$ cat src/rtl/cmt_pkg.sv
// ----------------------------------------------------------------------------
// Compare-match timer package
// Shared types, codes and constants of the compare-match timer.
// ----------------------------------------------------------------------------
`default_nettype none

package cmt_pkg;

  localparam int unsigned DATA_W   = 64;
  localparam int unsigned MODE_W   = 2;
  localparam int unsigned SEL_W    = 3;
  localparam int unsigned VFREQ_W  = 32;
  localparam int unsigned CTRL_W   = 3;
  localparam int unsigned ACC_W    = 96;
  localparam int unsigned DIV_CNT_W = 7;
  localparam int unsigned PADDR_W  = 4;

  localparam int unsigned CTRL_ENABLE   = 0;
  localparam int unsigned CTRL_PERIODIC = 1;
  localparam int unsigned CTRL_IRQ_EN   = 2;

  localparam logic [DATA_W-1:0]  HFREQ_RESET = 64'd1000000000;
  localparam logic [VFREQ_W-1:0] VFREQ_RESET = 32'd1000000;

  typedef enum logic [MODE_W-1:0] {
    MODE_TICK  = 2'd0,
    MODE_READ  = 2'd1,
    MODE_WRITE = 2'd2,
    MODE_NOP   = 2'd3
  } mode_e;

  typedef enum logic [SEL_W-1:0] {
    REG_CTRL    = 3'd0,
    REG_COUNT   = 3'd1,
    REG_COMPARE = 3'd2,
    REG_STATUS  = 3'd3,
    REG_FREQ    = 3'd4
  } reg_sel_e;

  typedef enum logic {
    CFG_HFREQ = 1'b0,
    CFG_VFREQ = 1'b1
  } cfg_reg_e;

  typedef enum logic [3:0] {
    ST_IDLE,
    ST_DECODE,
    ST_MUL0,
    ST_MUL1,
    ST_ACC,
    ST_DIV,
    ST_ADD,
    ST_UPD,
    ST_DONE
  } state_e;

  typedef struct packed {
    logic latch;
    logic decode;
    logic mul0;
    logic mul1;
    logic acc;
    logic div_step;
    logic add;
    logic upd;
    logic load_out;
  } cmd_t;

  typedef struct packed {
    logic tick_go;
    logic div_last;
  } status_t;

endpackage

`default_nettype wire

$ cat src/rtl/cmt_ctrl.sv
// ----------------------------------------------------------------------------
// Compare-match timer controller
// Sequences decode, multiply, iterative division and count update.
// ----------------------------------------------------------------------------
`default_nettype none

module cmt_ctrl
  import cmt_pkg::*;
(
  input  wire logic    clk_i,
  input  wire logic    rst_ni,
  input  wire logic    in_valid_i,
  output logic         in_ready_o,
  output logic         out_valid_o,
  input  wire logic    out_ready_i,
  input  wire status_t status_i,
  output cmd_t         cmd_o
);

  state_e state_q, state_d;
  logic   out_valid_q, out_valid_d;

  always_ff @(posedge clk_i or negedge rst_ni) begin
    if (!rst_ni) begin
      state_q     <= ST_IDLE;
      out_valid_q <= 1'b0;
    end else begin
      state_q     <= state_d;
      out_valid_q <= out_valid_d;
    end
  end

  always_comb begin
    state_d     = state_q;
    cmd_o       = '0;
    in_ready_o  = 1'b0;
    out_valid_d = out_valid_q && !out_ready_i;
    case (state_q)
      ST_IDLE: begin
        in_ready_o = 1'b1;
        if (in_valid_i) begin
          cmd_o.latch = 1'b1;
          state_d     = ST_DECODE;
        end
      end
      ST_DECODE: begin
        cmd_o.decode = 1'b1;
        state_d      = status_i.tick_go ? ST_MUL0 : ST_DONE;
      end
      ST_MUL0: begin
        cmd_o.mul0 = 1'b1;
        state_d    = ST_MUL1;
      end
      ST_MUL1: begin
        cmd_o.mul1 = 1'b1;
        state_d    = ST_ACC;
      end
      ST_ACC: begin
        cmd_o.acc = 1'b1;
        state_d   = ST_DIV;
      end
      ST_DIV: begin
        cmd_o.div_step = 1'b1;
        if (status_i.div_last) begin
          state_d = ST_ADD;
        end
      end
      ST_ADD: begin
        cmd_o.add = 1'b1;
        state_d   = ST_UPD;
      end
      ST_UPD: begin
        cmd_o.upd = 1'b1;
        state_d   = ST_DONE;
      end
      ST_DONE: begin
        if (!out_valid_q || out_ready_i) begin
          cmd_o.load_out = 1'b1;
          out_valid_d    = 1'b1;
          state_d        = ST_IDLE;
        end
      end
      default: begin
        state_d = ST_IDLE;
      end
    endcase
  end

  assign out_valid_o = out_valid_q;

endmodule

`default_nettype wire

$ cat config.mk
export PLATFORM = sky130hd
export DESIGN_NAME = cmt_ctrl
export DESIGN_NICKNAME = d
export VERILOG_FILES = /design/src/rtl/cmt_pkg.sv /design/src/rtl/cmt_ctrl.sv
export SDC_FILE = /design/constraint.sdc
export NUM_CORES = 1
export LEC_CHECK = 0
export BUFFER_PORTS_ARGS = -buffer_cell sky130_fd_sc_hd__buf_2
export CORE_AREA = 4 4 41 43
export CTS_BUF_LIST = sky130_fd_sc_hd__clkbuf_2
export CTS_CLUSTER_SIZE = 24
export DETAILED_ROUTE_END_ITERATION = 10
export DIE_AREA = 0 0 45 47
export GPL_TIMING_DRIVEN = 0
export HOLD_SLACK_MARGIN = 0.02
export PLACE_DENSITY_LB_ADDON = 0.08
export SLEW_MARGIN = 5
export SYNTH_ARGS = -nofsm -noshare
export SYNTH_HDL_FRONTEND = slang
export SYNTH_SLANG_ARGS = --single-unit
$ cat constraint.sdc
create_clock -name clk_i -period 1.5 [get_ports clk_i]
set_input_delay 0.15 -clock clk_i [delete_from_list [all_inputs] [get_ports clk_i]]
set_output_delay 0.15 -clock clk_i [all_outputs]
set_load 0.05 [all_outputs]
==> results by group <==
Place
  – Number of buffers added on ports: 16
  – GPL Wtd Cong: 0.639
  – DP HPWL: 633 um
  – Placed Cells: 71
  – Placement Cell Area: 474 um^2

Drt
  – DRC Markers: 0
  – DRT iter0 DRCs: 0
  – Antenna Nets Post-Route: 0
  – Drt wl/cell: 11.7 um
  – Vias per inst: 4.73
  – Via Count: 374
  – Pre-antenna DRT Iters: 1
  – Drt total wl: 928 um

Clock network
  – CTS Sinks: 5
  – Clock slew at reported path FFs: 0.06 ns
  – CTS root buf: clkbuf_2
  – H-tree depth: 1
  – Clk buf depth: 2
  – TritonCTS buffer count: 3
  – Later-pin clock latency in the skew report: 0.21 ns
  – CTS tree: built

Global routing
  – Vias in the first global route: 370
  – Pin count of the biggest net entering global routing: 11
  – Global-route wire length before repair: 1.62 mm
  – Gr usage total: 10.7%
  – GRT overflow: 0
  – Initial antenna violation count: 0

Yosys
  – Top FF cell, synth: dfrtp_1
  – Top cells by count, synth: nor2_1, dfrtp_1, nor3_1
  – Yosys warnings: 0
  – Post-synth EDFFs: 0
  – Synth Cell Area: 335 um^2
  – Area leader, netlist: dfrtp_1
  – Top cells by area, synth: dfrtp_1, nor2_1, nor3_1
  – Most frequent cell after synthesis: nor2_1
  – Seq/Total Area, Yosys: 37.3%
  – Syn avg cell area: 8.38 um^2
  – Gate Count Post-Synth: 40
  – Distinct cell type count of the synthesized netlist: 21
  – Post-synth ARST share: 100%
  – Area fraction of the dominant cell type after synthesis: 37.3%
  – Synthesized flop and latch total: 5
  – Syn_nets: 46

Die
  – Rows: 13
  – CORE AREA: 0.00130 mm^2
  – Die area: 0.00212 mm^2
  – I/O Pins: 17
  – Die X: 45 um
  – Initial Utilization: 25.8%
  – Die extent in y: 47 um

Power
  – Power share of the combinational group: 78.1%
  – Switching Fraction: 51.8%
  – Power per cell area: 2490 mW/mm^2
  – Sequential power share: 14.5%
  – Leak: 0.000298 uW
  – Pint: 794 uW
  – Max IR drop VDD: 1.02 mV
  – Clk pwr share: 7.4%
  – Switching pwr: 853 uW

Final layout
  – Layout cells sized above 1: 64.1%
  – Final #Nets: 71
  – P&R area growth vs syn: 97.0%
  – Final Instance Area: 661 um^2
  – Antenna cells: 0
  – Fin cells: 79
  – Fin util: 50.8%
  – Layout fillers: 129

STA
  – Minimum clock period: 1.63 ns
  – Setup_tns: -0.173 ns
  – Final Hold Vio Count: 0
  – Period utilisation layout: 109%
  – Worst Hold Margin: 0.143 ns
  – Setup-failing EPs final: 2
  – Slew Limit Headroom: 78.2%
  – Post-route setup slack: -0.134 ns
  – Final Slew Violations: 0
  – RSZ-0062 raised after global routing: yes
  – Worst slew pin tran: 0.323 ns
  – Clk_skew: 0.00335 ns
  – Fmax achieved: 612 MHz

Setup path
  – Crit path kind: reg2out
  – Crit end category: output port
  – Critical path arrival: 1.48 ns
  – Crit path max fanout: 2
  – Worst EP required: 1.35 ns
  – CP Launch Type: flip-flop

Outcome
  – Failing checks: setup timing
  – Status: complete, but fails checks

Run
  – Max-cap violations: 0

Min path
  – Hold Path Class: in2reg
final timing paths:
kind,startpoint,end,slack [ns],cells past startpoint
max,state_q[1]$_DFFE_PN0P_,cmd_o[0],-0.13,3
min,out_ready_i,out_valid_o$_DFF_PN0_,0.14,2
max reg2reg,state_q[0]$_DFFE_PN0P_,state_q[3]$_DFFE_PN0P_,0.21,4
min reg2reg,out_valid_o$_DFF_PN0_,out_valid_o$_DFF_PN0_,0.60,2
max in group asynchronous,rst_ni,out_valid_o$_DFF_PN0_,1.08,2
min in group asynchronous,rst_ni,state_q[0]$_DFFE_PN0P_,0.28,2
area by class of cell:
type	instances	area (um^2)	area share (%)
plain buffers	2	18.8	2.84
flip-flops and latches	5	125	18.9
repair buffers	22	206	31.2
multi-input cells	29	264	40.0
inverters	2	7.51	1.14
well taps	15	18.8	2.84
clock buffers	4	20.0	3.03
metrics by stage:
stage          power [uW]  setup slack (ns)
2_1_floorplan         996            -0.350
3_3_place_gp         1170           -0.0803
3_5_place_dp         1170           -0.0791
4_1_cts              1540            -0.198
5_1_grt              1760            -0.212
6_report             1650            -0.134
flip-flops by register name (all words and copies together) (netlist names):
register     count
out_valid_o      1
state_q          4
per-layer routing:
layer  GRT usage (%)  share of wire [%]  wire length (um)
met1            14.4                 47               432
met2            15.3                 46               430
met3            3.83                7.0                65
met4            5.26                  0                 0
met5               0                  0                 0
power by group through the flow:
stage	Sequential (uW)	Clock, uW	Combinational [uW]
floorplan	254	0	742
global placement	220	0	951
detailed placement	220	0	946
CTS	224	128	1190
global route	253	141	1370
finish	240	122	1290
what timing repair did:
item	4_1_cts	5_1_grt
gates resized for setup	18	20
hold buffers	1	0
pin swaps	1	3
buffers inserted	4	1
hold endpoints to repair	5	0
setup endpoints to repair	6	10
kinds of logic after synthesis:
kind of cell / Yosys count / share of synthesized area [%]
compound gates: 8 / 15.7
xor+xnor: 1 / 2.61
buf+inv: 6 / 10.1
flops: 5 / 37.3
mux: 1 / 2.99
simple gates: 19 / 31.3
placed cells by master (no fill, tap or decap):
cell and n:
o21bai_1 1, nand2_2 1, nor3_2 2, buf_6 12, nor3_4 2, clkbuf_2 4
a21oi_4 1, dlygate4sd3_1 1, nor2_1 3, o21a_1 1, o32ai_1 1, o21ai_1 1
nand2b_4 3, buf_2 6, inv_1 2, nor4_4 1, mux2i_1 1, or4b_4 1
nor2_2 3, o21ai_0 1, buf_4 4, nand2_1 1, xor2_1 1, nor4bb_1 1
dfrtp_1 5, a21oi_1 2, and2_1 1, buf_12 1
critical path, stage by stage (launching register included):
cell	delay (ns)
dfrtp_1	0.41
or4b_4	0.57
a21oi_4	0.13
buf_6	0.17
Power figures use the tool's default switching activity.
