File: src/rtl/cmt_pkg.sv
// ----------------------------------------------------------------------------
// Compare-match timer package
// Shared types, codes and constants of the compare-match timer.
// ----------------------------------------------------------------------------
`default_nettype none

package cmt_pkg;

  localparam int unsigned DATA_W   = 64;
  localparam int unsigned MODE_W   = 2;
  localparam int unsigned SEL_W    = 3;
  localparam int unsigned VFREQ_W  = 32;
  localparam int unsigned CTRL_W   = 3;
  localparam int unsigned ACC_W    = 96;
  localparam int unsigned DIV_CNT_W = 7;
  localparam int unsigned PADDR_W  = 4;

  localparam int unsigned CTRL_ENABLE   = 0;
  localparam int unsigned CTRL_PERIODIC = 1;
  localparam int unsigned CTRL_IRQ_EN   = 2;

  localparam logic [DATA_W-1:0]  HFREQ_RESET = 64'd1000000000;
  localparam logic [VFREQ_W-1:0] VFREQ_RESET = 32'd1000000;

  typedef enum logic [MODE_W-1:0] {
    MODE_TICK  = 2'd0,
    MODE_READ  = 2'd1,
    MODE_WRITE = 2'd2,
    MODE_NOP   = 2'd3
  } mode_e;

  typedef enum logic [SEL_W-1:0] {
    REG_CTRL    = 3'd0,
    REG_COUNT   = 3'd1,
    REG_COMPARE = 3'd2,
    REG_STATUS  = 3'd3,
    REG_FREQ    = 3'd4
  } reg_sel_e;

  typedef enum logic {
    CFG_HFREQ = 1'b0,
    CFG_VFREQ = 1'b1
  } cfg_reg_e;

  typedef enum logic [3:0] {
    ST_IDLE,
    ST_DECODE,
    ST_MUL0,
    ST_MUL1,
    ST_ACC,
    ST_DIV,
    ST_ADD,
    ST_UPD,
    ST_DONE
  } state_e;

  typedef struct packed {
    logic latch;
    logic decode;
    logic mul0;
    logic mul1;
    logic acc;
    logic div_step;
    logic add;
    logic upd;
    logic load_out;
  } cmd_t;

  typedef struct packed {
    logic tick_go;
    logic div_last;
  } status_t;

endpackage

`default_nettype wire

File: src/rtl/cmt_apb.sv
// ----------------------------------------------------------------------------
// Compare-match timer configuration registers
// APB-style access to the host and virtual frequency registers.
// ----------------------------------------------------------------------------
`default_nettype none

module cmt_apb
  import cmt_pkg::*;
(
  input  wire logic               clk_i,
  input  wire logic               rst_ni,
  input  wire logic               psel,
  input  wire logic               penable,
  input  wire logic               pwrite,
  input  wire logic [PADDR_W-1:0] paddr,
  input  wire logic [DATA_W-1:0]  pwdata,
  output logic      [DATA_W-1:0]  prdata,
  output logic                    pready,
  output logic      [DATA_W-1:0]  hfreq_o,
  output logic      [VFREQ_W-1:0] vfreq_o
);

  logic [DATA_W-1:0]  hfreq_q;
  logic [VFREQ_W-1:0] vfreq_q;
  logic               wr_en;
  cfg_reg_e           cfg_sel;

  assign pready  = 1'b1;
  assign wr_en   = psel && penable && pwrite;
  assign cfg_sel = cfg_reg_e'(paddr[PADDR_W-1]);

  always_ff @(posedge clk_i or negedge rst_ni) begin
    if (!rst_ni) begin
      hfreq_q <= HFREQ_RESET;
      vfreq_q <= VFREQ_RESET;
    end else if (wr_en) begin
      case (cfg_sel)
        CFG_HFREQ: hfreq_q <= pwdata;
        CFG_VFREQ: vfreq_q <= pwdata[VFREQ_W-1:0];
        default: ;
      endcase
    end
  end

  always_comb begin
    case (cfg_sel)
      CFG_HFREQ: prdata = hfreq_q;
      CFG_VFREQ: prdata = {{(DATA_W-VFREQ_W){1'b0}}, vfreq_q};
      default:   prdata = '0;
    endcase
  end

  assign hfreq_o = hfreq_q;
  assign vfreq_o = vfreq_q;

endmodule

`default_nettype wire

File: config.mk
export PLATFORM = sky130hd
export DESIGN_NAME = cmt_apb
export DESIGN_NICKNAME = d
export VERILOG_FILES = /design/src/rtl/cmt_pkg.sv /design/src/rtl/cmt_apb.sv
export SDC_FILE = /design/constraint.sdc
export NUM_CORES = 1
export LEC_CHECK = 0
export BUFFER_PORTS_ARGS = -buffer_cell sky130_fd_sc_hd__buf_2
export CAP_MARGIN = 15
export CORE_MARGIN = 2
export CORE_UTILIZATION = 40
export DETAILED_ROUTE_END_ITERATION = 6
export GPL_ROUTABILITY_DRIVEN = 0
export HOLD_SLACK_MARGIN = 0.1
export PLACE_DENSITY = 0.76
export SYNTH_ARGS = -nofsm -noshare
export SYNTH_HDL_FRONTEND = slang
export SYNTH_SLANG_ARGS = --single-unit
File: constraint.sdc
create_clock -name clk_i -period 0.9 [get_ports clk_i]
set_input_delay 0.135 -clock clk_i [delete_from_list [all_inputs] [get_ports clk_i]]
set_output_delay 0.135 -clock clk_i [all_outputs]
set_load 0.05 [all_outputs]
==> results of run 1 <==
## per-stage QoR
step	cells	power [mW]	area, sq um
floorplan	277	13.81	4753
global placement	690	16.47	6531
CTS	784	23.41	8946
detailed placement	690	16.67	6531
global route	832	27.06	9812
finish	833	26.76	9814
## path summary, 6_finish.rpt
kind / endpoint / cells past startpoint
worst max-delay path: prdata[23] / 2
worst min-delay path: hfreq_o[63] / 3
worst max register to register: hfreq_o[3] / 3
worst min register to register: hfreq_o[58] / 1
max in group asynchronous: vfreq_o[6] / 3
min in group clk_i: hfreq_o[57] / 5
## flip-flops by register name, indices dropped and copies added (netlist names)
name,flops
vfreq_o,32
hfreq_o,64
## layout make-up
class,instances,area (sq um)
Multi-Input combinational cell,163,2193
Fill cell,217,462.9
Sequential cell,96,2522
Clock inverter,4,70.07
Timing Repair Buffer,416,4708
Tap cell,136,170.2
Clock buffer,12,135.1
Antenna cell,6,15.01
## kinds of logic after synthesis
kind of cell	after synthesis	synth area share
AND/OR/NAND/NOR	34	0.05104
other	1	0.0008894
flip-flops	96	0.5757
multiplexers	128	0.3418
buffers and inverters	18	0.03056
## what timing repair did
action,4_1_cts,5_1_grt
gates cloned,0,9
buffers inserted,13,73
resized for setup,442,141
hold buffers,65,0
endpoints found under the hold margin,192,0
endpoints found under the setup margin,184,236
## metal layers
metal | vias to the layer above | global-route usage
met5 | - | 0
met4 | 0 | 0.1503
met3 | 208 | 0.08389
met2 | 550 | 0.5350
met1 | 2384 | 0.3332
li1 | 1783 | -
## worst min-delay path: cells and delay by family
| family | cells | cell delay [ns] |
|---|---|---|
| buf+inv | 3 | 0.98 |
## cell usage in the layout (no fill, tap or decap), drive strengths merged
| cell type | Yosys | layout |
|---|---|---|
| dfrtp | 76 | 76 |
| clkinv | 0 | 2 |
| buf | 15 | 344 |
| dfstp | 20 | 20 |
| diode | 0 | 6 |
| mux2 | 128 | 128 |
| conb | 1 | 1 |
| dlygate4sd3 | 0 | 65 |
| nor2b | 32 | 32 |
| nand4 | 1 | 1 |
| clkbuf | 3 | 19 |
| bufinv | 0 | 2 |
| nand4b | 1 | 1 |
## power breakdown
group / internal [mW] / total, mW / leakage (nW) / switching, mW
logic: 7.48 / 16.4 / 3.61 / 8.93
clock network: 1.57 / 3.44 / 0.104 / 1.87
registers: 5.57 / 6.91 / 1.04 / 1.34
total: 14.6 / 26.8 / 4.76 / 12.1
==> results.sh, run 1 <==
export IMPL_status="finished, violations left"
export IMPL_failed_checks="setup timing"
export IMPL_crit_path_start="hfreq_o[23]"
export IMPL_skew_ns=0
export IMPL_routed_via_count=4925
export IMPL_maxCapViolations=0
export IMPL_die_y_um=106.7
export IMPL_post_route_min_period_ns=1.510
export IMPL_r2r_slack_ns=-0.16
export IMPL_pin_count=234
export IMPL_drtIter0Drc=436
export IMPL_pre_cts_slack_ns=-0.3826
export IMPL_ir_drop_mv=1.895
export IMPL_rsz0062_at_grt="yes"
export IMPL_hold_viol=0
export IMPL_dr_wl_met2_mm=13.96
export IMPL_avgViaCountPerCell=5.912
export IMPL_required_ns=0.76
export IMPL_yosysTopAreaCell="dfrtp_1"
export IMPL_period_share=1.678
export IMPL_crit_arrival_ns=1.38
export IMPL_crit_family="flip-flops"
export IMPL_cts_root_buf="clkbuf_8"
export IMPL_critPathLaunchType="flop"
export IMPL_hold_path_class="input port to asynchronous set/reset pin"
export IMPL_ys_top_cells_by_count="128 x mux2_2, 76 x dfrtp_1, 32 x nor2b_1, 20 x dfstp_2, 7 x buf_2"
export IMPL_yosys_most_used_dff="dfrtp_1"
export IMPL_cp_max_fo=3
export IMPL_clk_pin_slew_ns=0.12
export IMPL_final_net_count=759
export IMPL_hold_slack_ns=0.3094
export IMPL_synth_seq_cells=96
export IMPL_dp_hpwl_mm=8.826
export IMPL_place_port_buffers=229
export IMPL_power_density_nw_per_um2=2727
export IMPL_setup_viol=254
export IMPL_synth_cells=277
export IMPL_clkSinkCount=96
export IMPL_first_pass_iters=4
export IMPL_path_class="flop to primary output"
export IMPL_synth_most_common_cell="mux2_2"
export IMPL_rows=37
export IMPL_ant_nets=0
export IMPL_path_cells="mux2_4, buf_8"
export IMPL_wl_per_cell_um=35.06
export IMPL_yosysTopAreaCellShare=0.4510
export IMPL_synthArstFlopShare=1.000
export IMPL_drive_gt1_frac=0.8973
export IMPL_ys_types=11
export IMPL_cts_tree="done"
export IMPL_synth_net_count=350
export IMPL_grt_pass1_vias=4471
export IMPL_clk_latency_ns=0.40
export IMPL_top_layer="met4"
export IMPL_coreArea_sq_um=10280
export IMPL_grt_usage=0.3027
export IMPL_syn_to_final_growth_pct=132.8
export IMPL_drc=0
export IMPL_tns_ns=-71.59
export IMPL_antenna_found_initial=4
export IMPL_avgSynthCellArea_sq_um=15.22
export IMPL_yosys_warnings=0
export IMPL_cp_end_kind="primary output"
export IMPL_slew_violations=0
export IMPL_final_util=0.9550
export IMPL_h_tree_depth=3
export IMPL_worst_path_largest_cell_delay_ns=0.63
export IMPL_synth_edff_count=0
export IMPL_dr_wl_met3_mm=3.051
export IMPL_cp_slowest_cell="dfstp_2"
export IMPL_wirelength_mm=29.21
export IMPL_die_w_um=106.7
export IMPL_yosysSeqAreaShare=0.5757
export IMPL_met1_length_mm=9.271
export IMPL_worstPathBufferInverterCount=1
export IMPL_grt_pass1_wl_mm=25.96
export IMPL_final_setup_worst_slack_ns=-0.6104
export IMPL_grt_overflow=0
export IMPL_fmax_ghz=0.6621
export IMPL_syn_area_sq_um=4217
export IMPL_die_area_sq_um=11380
export IMPL_start_util=0.4103
export IMPL_cts_made_buffers=9
export IMPL_r2r_start="hfreq_o[3]"
export IMPL_grt_max_degree=50
export IMPL_synth_area_leaders="dfrtp_1 45%, mux2_2 34%, dfstp_2 12%"
export IMPL_ctsLongestPathBuffers=2
export IMPL_p_leak_nw=4.756
Power figures use the tool's default switching activity.
==> run 2, diff against run 1 <==
--- a/config.mk
+++ b/config.mk
@@ -8,11 +8,11 @@
 export BUFFER_PORTS_ARGS = -buffer_cell sky130_fd_sc_hd__buf_2
 export CAP_MARGIN = 15
 export CORE_MARGIN = 2
-export CORE_UTILIZATION = 40
+export CORE_UTILIZATION = 45
 export DETAILED_ROUTE_END_ITERATION = 6
 export GPL_ROUTABILITY_DRIVEN = 0
 export HOLD_SLACK_MARGIN = 0.1
-export PLACE_DENSITY = 0.76
+export PLACE_DENSITY = 0.81
 export SYNTH_ARGS = -nofsm -noshare
 export SYNTH_HDL_FRONTEND = slang
 export SYNTH_SLANG_ARGS = --single-unit
==> constraint.sdc (replaced) <==
create_clock -name clk_i -period 1.5 [get_ports clk_i]
set_input_delay 0.225 -clock clk_i [delete_from_list [all_inputs] [get_ports clk_i]]
set_output_delay 0.225 -clock clk_i [all_outputs]
set_load 0.05 [all_outputs]
==> results.sh, run 2 (same netlist as run 1, synthesis figures left out) <==
export IMPL_p_leak_nw=3.106
export IMPL_critPathLaunchType="flop"
export IMPL_required_ns=1.27
export IMPL_ant_nets=0
export IMPL_grt_pass1_wl_mm=15.87
export IMPL_insertedDiodeCount=0
export IMPL_finalInstanceArea_sq_um=6272
export IMPL_post_route_min_period_ns=1.453
export IMPL_h_tree_depth=3
export IMPL_dp_cells=609
export IMPL_path_class="flop to primary output"
export IMPL_rows=35
export IMPL_min_path_cells=2
export IMPL_pin_count=234
export IMPL_drc=0
export IMPL_status="complete, no violations"
export IMPL_maxCapViolations=0
export IMPL_start_util=0.4607
export IMPL_cts_made_buffers=9
export IMPL_crit_arrival_ns=1.23
export IMPL_hold_viol=0
export IMPL_dp_hpwl_mm=7.496
export IMPL_slew_violations=0
export IMPL_clkSinkCount=96
export IMPL_coreArea_sq_um=9153
export IMPL_layout_cells_most_common_list="208 x buf_2, 127 x mux2_2, 76 x dfrtp_1, 36 x dlygate4sd3_1, 32 x nor2b_2"
export IMPL_cts_root_buf="clkbuf_8"
export IMPL_hold_slack_ns=0.1120
export IMPL_grt_pass1_vias=3141
export IMPL_final_common_cell="buf_2"
export IMPL_routed_via_count=3311
export IMPL_first_pass_iters=4
export IMPL_wirelength_mm=10.94
export IMPL_instances_no_fill=661
export IMPL_period_share=0.9688
export IMPL_power_density_nw_per_um2=1758
export IMPL_drive_gt1_frac=0.7873
export IMPL_antenna_found_initial=0
export IMPL_clk_pin_slew_ns=0.10
export IMPL_syn_to_final_growth_pct=48.75
export IMPL_final_net_count=618
export IMPL_place_port_buffers=229
export IMPL_largest_reg_flops=64
export IMPL_skew_ns=0
export IMPL_reg2reg_depth=1
export IMPL_hold_path_class="input port to flop"
export IMPL_grt_overflow=0
export IMPL_clk_latency_ns=0.34
export IMPL_drtIter0Drc=69
export IMPL_grt_max_degree=44
export IMPL_wl_per_cell_um=16.56
export IMPL_cp_max_fo=3
export IMPL_rsz0062_at_grt="yes"
export IMPL_dpl_cell_area_sq_um=5618
export IMPL_grt_usage=0.1995
export IMPL_avgViaCountPerCell=5.009
export IMPL_die_w_um=100.8
export IMPL_ctsLongestPathBuffers=2
export IMPL_setup_viol=0
export IMPL_cts_setup_buffers=0
export IMPL_die_area_sq_um=10160
export IMPL_die_y_um=100.8
export IMPL_cp_end_kind="primary output"
export IMPL_ir_drop_mv=1.141
export IMPL_fmax_ghz=0.6882
export IMPL_cts_tree="done"
-- run 2: path summary, 6_finish.rpt --
kind,start,end,slack (ns)
hold / removal,pwdata[23],vfreq_o[23],0.11
hold reg to reg,hfreq_o[5],hfreq_o[5],0.53
setup / recovery,hfreq_o[17],prdata[17],0.05
min in group asynchronous,rst_ni,hfreq_o[32],0.27
setup reg to reg,hfreq_o[48],hfreq_o[48],0.66
max in group asynchronous,rst_ni,vfreq_o[19],0.68
-- run 2: through the flow --
| step | setup TNS, ns | worst slack (ns) | power (mW) | utilization |
|---|---|---|---|---|
| finish | 0 | 0.04683 | 11.03 | 0.6853 |
| global route | -0.02527 | -0.01200 | 11.47 | 0.6853 |
| CTS | 0 | 0.004466 | 10.93 | 0.6640 |
| detailed placement | -0.04397 | -0.01482 | 9.121 | 0.6138 |
| global placement | 0 | 0.03995 | 9.018 | 0.6138 |
| floorplan | 0 | 0.1000 | 7.852 | - |
-- run 2: critical path, cell delays in order (launching register included) --
cell,delay [ns]
dfstp_2,0.56
mux2_2,0.14
buf_4,0.19
-- run 2: area by class of cell --
class | instances | area [sq um]
Sequential cell | 96 | 2427
Timing Repair Buffer | 275 | 1763
Clock inverter | 4 | 53.80
Fill cell | 627 | 2880
Tap cell | 111 | 138.9
Clock buffer | 12 | 145.1
Multi-Input combinational cell | 163 | 1744
-- run 2: metal layers --
metal,global-route usage,part of all wire,vias to the layer above
met3,0.05479,0.059,30
met1,0.2470,0.40,1629
met5,0,0,-
met4,0.07482,0.025,0
met2,0.3333,0.52,154
li1,-,-,1498
-- run 2: timing repair --
action | 4_1_cts | 5_1_grt
hold buffers | 22 | 14
resized for setup | 16 | 20
endpoints found under the setup margin | 16 | 14
endpoints found under the hold margin | 98 | 18
-- run 2: power breakdown --
part	internal, mW	leakage (nW)	switching [mW]
sequential	3.25	1.12	0.433
combinational	1.59	1.89	4.06
clock	0.822	0.0928	0.871
total	5.67	3.11	5.36
==> run 3, diff against run 2 <==
--- a/config.mk
+++ b/config.mk
@@ -9,6 +9,7 @@
 export CAP_MARGIN = 15
 export CORE_MARGIN = 2
 export CORE_UTILIZATION = 45
+export CTS_CLUSTER_SIZE = 16
 export DETAILED_ROUTE_END_ITERATION = 6
 export GPL_ROUTABILITY_DRIVEN = 0
 export HOLD_SLACK_MARGIN = 0.1
==> constraint.sdc (replaced) <==
create_clock -name clk_i -period 1.6 [get_ports clk_i]
set_input_delay 0.24 -clock clk_i [delete_from_list [all_inputs] [get_ports clk_i]]
set_output_delay 0.24 -clock clk_i [all_outputs]
set_load 0.05 [all_outputs]
==> results.sh, run 3 (same netlist as run 1, synthesis figures left out) <==
export IMPL_pwr_share_seq=0.336
export IMPL_sw_frac_of_total=0.4843
export IMPL_pre_cts_slack_ns=0.07988
export IMPL_cts_resized_gates=0
export IMPL_critPathLaunchType="flop"
export IMPL_post_route_min_period_ns=1.538
export IMPL_avgViaCountPerCell=4.942
export IMPL_hold_path_class="input port to flop"
export IMPL_wirelength_mm=10.57
export IMPL_drtIter0Drc=59
export IMPL_power_density_nw_per_um2=1741
export IMPL_skew_ns=0
export IMPL_ant_nets=0
export IMPL_crit_arrival_ns=1.30
export IMPL_h_tree_depth=3
export IMPL_ctsLongestPathBuffers=2
export IMPL_reg2reg_depth=1
export IMPL_final_common_cell="buf_2"
export IMPL_grt_usage=0.1982
export IMPL_die_w_um=100.8
export IMPL_insertedDiodeCount=0
export IMPL_power_internal_mw=5.284
export IMPL_layout_cells_most_common_list="228 x buf_2, 128 x mux2_2, 76 x dfrtp_1, 26 x nor2b_2, 20 x dfstp_2"
export IMPL_r2r_end="vfreq_o[27]"
export IMPL_grt_pass1_wl_mm=15.65
export IMPL_clk_latency_ns=0.33
export IMPL_clk_pin_slew_ns=0.10
export IMPL_syn_to_final_growth_pct=39.61
export IMPL_pwr_share_clk=0.169
export IMPL_place_port_buffers=229
export IMPL_crit_path_start="hfreq_o[28]"
export IMPL_slew_violations=0
export IMPL_cts_tree="done"
export IMPL_coreArea_sq_um=9153
export IMPL_start_util=0.4607
export IMPL_wl_per_cell_um=16.70
export IMPL_r2r_slack_ns=0.79
export IMPL_antenna_found_initial=0
export IMPL_required_ns=1.36
export IMPL_cp_end_kind="primary output"
export IMPL_r2r_start="vfreq_o[27]"
export IMPL_finalInstanceArea_sq_um=5887
export IMPL_rsz0062_at_grt="no"
export IMPL_grt_pass1_vias=3151
export IMPL_cts_root_buf="clkbuf_8"
export IMPL_drc=0
export IMPL_p_switching_mw=4.962
export IMPL_crit_end="prdata[28]"
export IMPL_status="complete, no violations"
export IMPL_final_util=0.6432
export IMPL_grt_max_degree=47
export IMPL_fmax_ghz=0.6502
export IMPL_setup_viol=0
export IMPL_die_y_um=100.8
export IMPL_rows=35
export IMPL_die_area_sq_um=10160
export IMPL_tns_ns=0
export IMPL_hold_viol=0
export IMPL_largest_reg_flops=64
export IMPL_maxCapViolations=0
export IMPL_dpl_cell_area_sq_um=5605
export IMPL_final_net_count=590
export IMPL_path_class="flop to primary output"
export IMPL_clkSinkCount=96
export IMPL_first_pass_iters=4
export IMPL_final_setup_worst_slack_ns=0.06202
export IMPL_grt_overflow=0
export IMPL_drive_gt1_frac=0.8238
export IMPL_cts_made_buffers=9
export IMPL_ir_drop_mv=1.270
export IMPL_routed_via_count=3128
export IMPL_cp_max_fo=3
export IMPL_combPwrFrac=0.495
export IMPL_dp_hpwl_mm=7.805
export IMPL_pin_count=234
export IMPL_period_share=0.9612
export IMPL_p_leak_nw=2.963
==> run 3: what timing repair did <==
item | CTS | global route
endpoints found under the hold margin | 27 | 2
hold buffers | 4 | 2
setup buffers | 0 | 0
==> run 3: worst max-delay path, cell delays in order (launching register included) <==
cell and delay (ns):
dfstp_2 0.55, mux2_2 0.14, buf_2 0.25
==> run 3: cell type report <==
cell class | count | area (sq um)
fillers | 729 | 3266
flip-flops and latches | 96 | 2427
multi-input cells | 163 | 1725
repair buffers | 247 | 1374
clock buffers | 11 | 141.4
well taps | 111 | 138.9
clock inverters | 5 | 80.08
==> run 3: through the flow <==
stage | cells | power [mW] | hold slack (ns)
3_3_place_gp | 611 | 8.460 | 0.1766
4_1_cts | 631 | 10.33 | 0.1021
6_report | 633 | 10.25 | 0.1165
2_1_floorplan | 277 | 7.353 | -0.05559
3_5_place_dp | 611 | 8.567 | 0.1864
5_1_grt | 633 | 10.65 | 0.1027
==> run 3: power groups by stage <==
stage                     combinational [mW]  clock, mW  sequential, mW
after CTS                               5.10       1.78            3.44
after floorplan                         2.02          0            5.34
after global placement                  5.02          0            3.44
after global routing                    5.26       1.88            3.52
final                                   5.07       1.73            3.44
after detailed placement                5.09          0            3.48
==> run 3: worst min-delay path by stage <==
| stage | end | slack (ns) | depth (start not counted) | start |
|---|---|---|---|---|
| CTS | hfreq_o[41] | 0.10 | 2 | pwdata[41] |
| global placement | hfreq_o[33] | 0.18 | 1 | rst_ni |
| floorplan | hfreq_o[0] | -0.06 | 0 | rst_ni |
| finish | hfreq_o[54] | 0.12 | 2 | pwdata[54] |
| global route | hfreq_o[46] | 0.10 | 2 | pwdata[46] |
| detailed placement | hfreq_o[32] | 0.19 | 1 | rst_ni |
==> run 3: layer usage <==
metal | track usage | vias up | wire, um
li1 | - | 1441 | -
met1 | 0.2380 | 1556 | 4115
met2 | 0.3554 | 117 | 5728
met3 | 0.03883 | 14 | 549
met4 | 0.06533 | 0 | 180
met5 | 0 | - | 0
